==> config.mk <==
export PLATFORM = sky130hd
export DESIGN_NAME = djs_front
export DESIGN_NICKNAME = d
export VERILOG_FILES = /design/src/rtl/djs_pkg.sv /design/src/rtl/djs_front.sv
export SDC_FILE = /design/constraint.sdc
export NUM_CORES = 1
export LEC_CHECK = 0
export CAP_MARGIN = 40
export CORE_MARGIN = 4
export CORE_UTILIZATION = 55
export CTS_CLUSTER_SIZE = 8
export DETAILED_ROUTE_END_ITERATION = 7
export DONT_BUFFER_PORTS = 1
export PLACE_DENSITY = 0.73
export REMOVE_ABC_BUFFERS = 1
export SETUP_SLACK_MARGIN = 0.5
export SYNTH_ARGS = -nofsm -noshare
export SYNTH_HDL_FRONTEND = slang
export SYNTH_SLANG_ARGS = --single-unit
==> constraint.sdc <==
create_clock -name clk -period 3.6 [get_ports clk]
set_input_delay 0.54 -clock clk [delete_from_list [all_inputs] [get_ports clk]]
set_output_delay 0.54 -clock clk [all_outputs]
set_load 0.01 [all_outputs]
==> src/rtl/djs_pkg.sv <==
`timescale 1ns / 1ps
package djs_pkg;
  localparam int MAX_JOBS = 256;
  localparam int IDX_W = $clog2(MAX_JOBS);
  localparam int CNT_W = $clog2(MAX_JOBS + 1);
  localparam int DL_W = CNT_W;
  localparam int PROF_W = 16;
  localparam int DONE_W = 9;
  localparam int SUM_W = 24;
  localparam int QDEPTH = 4;
  localparam int QPTR_W = $clog2(QDEPTH);

  typedef struct packed {
    logic [DL_W-1:0]   dl;
    logic [PROF_W-1:0] prof;
    logic              keep;
    logic              last;
  } job_t;
endpackage

==> src/rtl/djs_front.sv <==
`timescale 1ns / 1ps
// clamps deadline and marks jobs that overflow the store
module djs_front (
  input  logic              clk,
  input  logic              rst,
  input  logic              valid,
  output logic              stall,
  input  logic [15:0]       deadline,
  input  logic [15:0]       profit,
  input  logic              last,
  output logic              q_valid,
  input  logic              q_stall,
  output djs_pkg::job_t     q_data
);
  logic [djs_pkg::CNT_W-1:0] seen;
  djs_pkg::job_t mem [djs_pkg::QDEPTH];
  logic [djs_pkg::QPTR_W-1:0] wr_ptr, rd_ptr;
  logic [djs_pkg::QPTR_W:0] fill;
  logic push, pop;
  djs_pkg::job_t job;

  assign stall = (fill == (djs_pkg::QPTR_W+1)'(djs_pkg::QDEPTH));
  assign push = valid && !stall;
  assign q_valid = (fill != '0);
  assign pop = q_valid && !q_stall;
  assign q_data = mem[rd_ptr];

  always_comb begin
    job.dl = (deadline > 16'(djs_pkg::MAX_JOBS)) ? djs_pkg::DL_W'(djs_pkg::MAX_JOBS)
                                                 : djs_pkg::DL_W'(deadline);
    job.prof = profit;
    job.keep = (seen < djs_pkg::CNT_W'(djs_pkg::MAX_JOBS));
    job.last = last;
  end

  always_ff @(posedge clk) begin
    if (push) mem[wr_ptr] <= job;
    if (rst) begin
      seen <= '0;
      wr_ptr <= '0;
      rd_ptr <= '0;
      fill <= '0;
    end else begin
      if (push) begin
        wr_ptr <= wr_ptr + 1'b1;
        if (last) seen <= '0;
        else if (job.keep) seen <= seen + 1'b1;
      end
      if (pop) rd_ptr <= rd_ptr + 1'b1;
      fill <= fill + (djs_pkg::QPTR_W+1)'(push) - (djs_pkg::QPTR_W+1)'(pop);
    end
  end
endmodule

==> summary.txt <==
Logic synthesis
  • Post-synth top area share: 66.50%
  • Leading area contributor after synthesis: edfxtp_1
  • Synthesized area per cell: 19.28 µm²
  • Post-Synthesis Cells: 253
  • Ys Warns: 0
  • Post-synth EDFFs: 108
  • Yosys reg bits: 126
  • Ys async rst share: 0%
  • Distinct cells, synth: 37
  • Most frequent cell after synthesis: edfxtp_1
  • Commonest cells post-synth: edfxtp_1, mux4_2, dfxtp_1
  • Main synth FF type: edfxtp_1
  • Cell area after synthesis: 4877 µm²
  • Area contributors post-synth: edfxtp_1, mux4_2, dfxtp_1
  • Sequential area share after synthesis: 73.88%

Cells and area
  • Area grow syn2layout: 15.78%
  • Share of cells above drive strength 1: 25.53%
  • Final instance area: 5647 µm²
  • # nets final: 314
  • Number of diodes: 0

Timing
  • Worst clock skew: 8.660 ps
  • Final setup fails: 0
  • Max Transition Viols Final: 0
  • Relative slew margins: 62.28%
  • Total Negative Setup Slacks: 0 ps
  • Worst Hold Slack: 103.6 ps
  • Unrepaired setup endpoints after global routing: no
  • Worst slew pin tran: 565.7 ps
  • Achievable Freq: 376.0 MHz
  • Final Cycle Share: 73.87%
  • Post-route minimum period: 2659 ps
  • Final Hold Viols: 0
  • Final worst slack: 940.7 ps

GRT
  • Largest net degree at the start of global routing: 28
  • Vias in the first global route: 2315
  • First-pass GRT wire length: 12280 µm
  • Initial antenna violation count: 0
  • Overflow after GRT: 0
  • Total GRT Usage: 16.54%

Die
  • Io pins: 66
  • Core area: 8678 µm²
  • Starting Density: 56.20%
  • Die extent in x: 102.2 µm
  • Die height: 102.2 µm
  • Die ar.: 10440 µm²
  • Row count: 34

Clock network
  • TritonCTS Buffers: 17
  • Clock-pin slew on the worst setup and hold paths: 60 ps
  • # Post-CTS Setup Buffers: 0
  • Cts repair resizes: 0
  • CTS hold repair buffers: 0
  • Clock Path Buffers: 2
  • Clk_lat worst skew: 500 ps
  • Clock root buffer: clkbuf_8
  • Clock net sink count: 126
  • TritonCTS clock tree: done
  • CTS H-tree lvls: 4

Power
  • Switching Power: 1.010 mW
  • Clock network power share: 42.3%
  • Maximum VDD drop: 0.0004436 V
  • Static Leak: 1.837 nW
  • Seq pwr share: 42.3%
  • P_int: 3.306 mW
  • Switching share of total power: 23.39%
  • Comb power frac: 15.3%
  • Design Power: 4.316 mW
  • Pwr/cell area: 764.3 nW/µm²

Setup path
  • Reg2reg end: fill[2]
  • Critical path data required time: 3060 ps
  • CP startpoint kind: register
  • R2R Setup Slk: 1160 ps
  • Largest fanout on the critical path: 16
  • Worst r2r path cells: 10
  • CP endpoint: q_data[22]
  • Arr. time, crit path: 2120 ps
  • Setup CP Type: register to output pin
  • R2R Path Start: fill[1]
  • CP Capture Type: output pin

Placed design
  • I/O Buffers: 0
  • RD Place Congestion: 0.7327
  • Post-DP Area: 5006 µm²
  • Setup WS pre-CTS: 1165 ps
  • Final HPWL DP: 4872 µm

Drt
  • Avg Vias per Cell: 5.687
  • Routed WL per cell: 20.01 µm
  • Drt pass-1 iters: 6
  • Routed vias: 2218
  • Final antenna-violating net count: 0
  • Drt drc: 0
  • Total Wirelength: 7805 µm
  • Iteration-0 DRC Markers: 134

Status
  • Status: complete, no violations

Min path
  • Hold Crit Class: primary input to register

Job
  • Max Cap Violations: 0
==> worst max-delay path: stages (launching register included) <==
cell	delay, ps
dfxtp_2	600
buf_4	400
mux4_2	610
==> worst min path at each step <==
stage,start,slack [ps],cells past startpoint,endpoint
2_1_floorplan,seen[1],440,2,seen[1]
3_3_place_gp,seen[1],450,2,seen[1]
3_5_place_dp,seen[1],460,2,seen[1]
4_1_cts,rst,70,1,fill[1]
5_1_grt,rst,70,1,fill[1]
6_report,rst,100,1,seen[1]
==> power by group through the flow <==
| stage | Clock, mW | Combinational [mW] | Sequential, mW |
|---|---|---|---|
| after global routing | 1.94 | 0.721 | 1.85 |
| after global placement | 0 | 0.674 | 1.85 |
| final | 1.83 | 0.661 | 1.83 |
| after CTS | 1.86 | 0.682 | 1.83 |
| after detailed placement | 0 | 0.678 | 1.86 |
| after floorplan | 0 | 0.491 | 1.88 |
==> final cells by class <==
cell class | instances | area (µm²)
Clock buffer | 19 | 421.7
Tap cell | 108 | 135.1
Timing Repair Buffer | 6 | 45.04
Clock inverter | 13 | 219.0
Multi-Input combinational cell | 111 | 1195
Sequential cell | 126 | 3605
Inverter | 7 | 26.28
Fill cell | 599 | 3032
==> routing by layer <==
layer,GRT usage [%],vias up,routed length [µm]
li1,-,1040,-
met1,20.63,1109,3368
met2,25.34,62,3788
met3,7.235,7,569
met4,7.265,0,79
met5,0,-,0
==> through the flow <==
step / cells / utilization, %
2_1_floorplan: 244 / -
3_3_place_gp: 358 / 57.68
3_5_place_dp: 358 / 57.68
4_1_cts: 390 / 65.07
5_1_grt: 390 / 65.07
6_report: 390 / 65.07
==> registers in the layout, indices dropped and copies added, names as in the netlist, named ones only <==
signal	cells
seen	9
rd_ptr	2
mem	108
wr_ptr	2
fill	3
==> placed cells by master (no fill, tap or decap), types with 2 or more instances in the layout <==
cell type  instances
a21oi_1            4
a21oi_2            5
and2_1             8
and3_1             5
buf_4              6
bufinv_16          6
clkbuf_1           2
clkbuf_16         16
clkinv_1           3
clkinv_2           2
clkinv_4           2
dfxtp_1           17
edfxtp_1         108
ha_1               7
inv_1              7
mux4_2            27
nand2_1            7
nand3_1            3
nand4_1            2
nor2_1             9
nor3_1             2
nor4_1             3
o21ai_0            4
or3_1              6
xnor2_1            4
xor2_1             3
==> cells by family (layout without fill, tap and decap cells) <==
kind of cell    after synthesis  after routing  share of synthesized area [%]
buf+inv                      16             45                          1.616
xor+xnor                      7              7                          1.257
mux                          27             27                          12.47
fa+ha+maj                     8              8                          2.206
compound gates               14             14                          2.078
simple gates                 55             55                          6.491
flops                       126            126                          73.88
No activity file was read; power rests on OpenSTA's default activity.
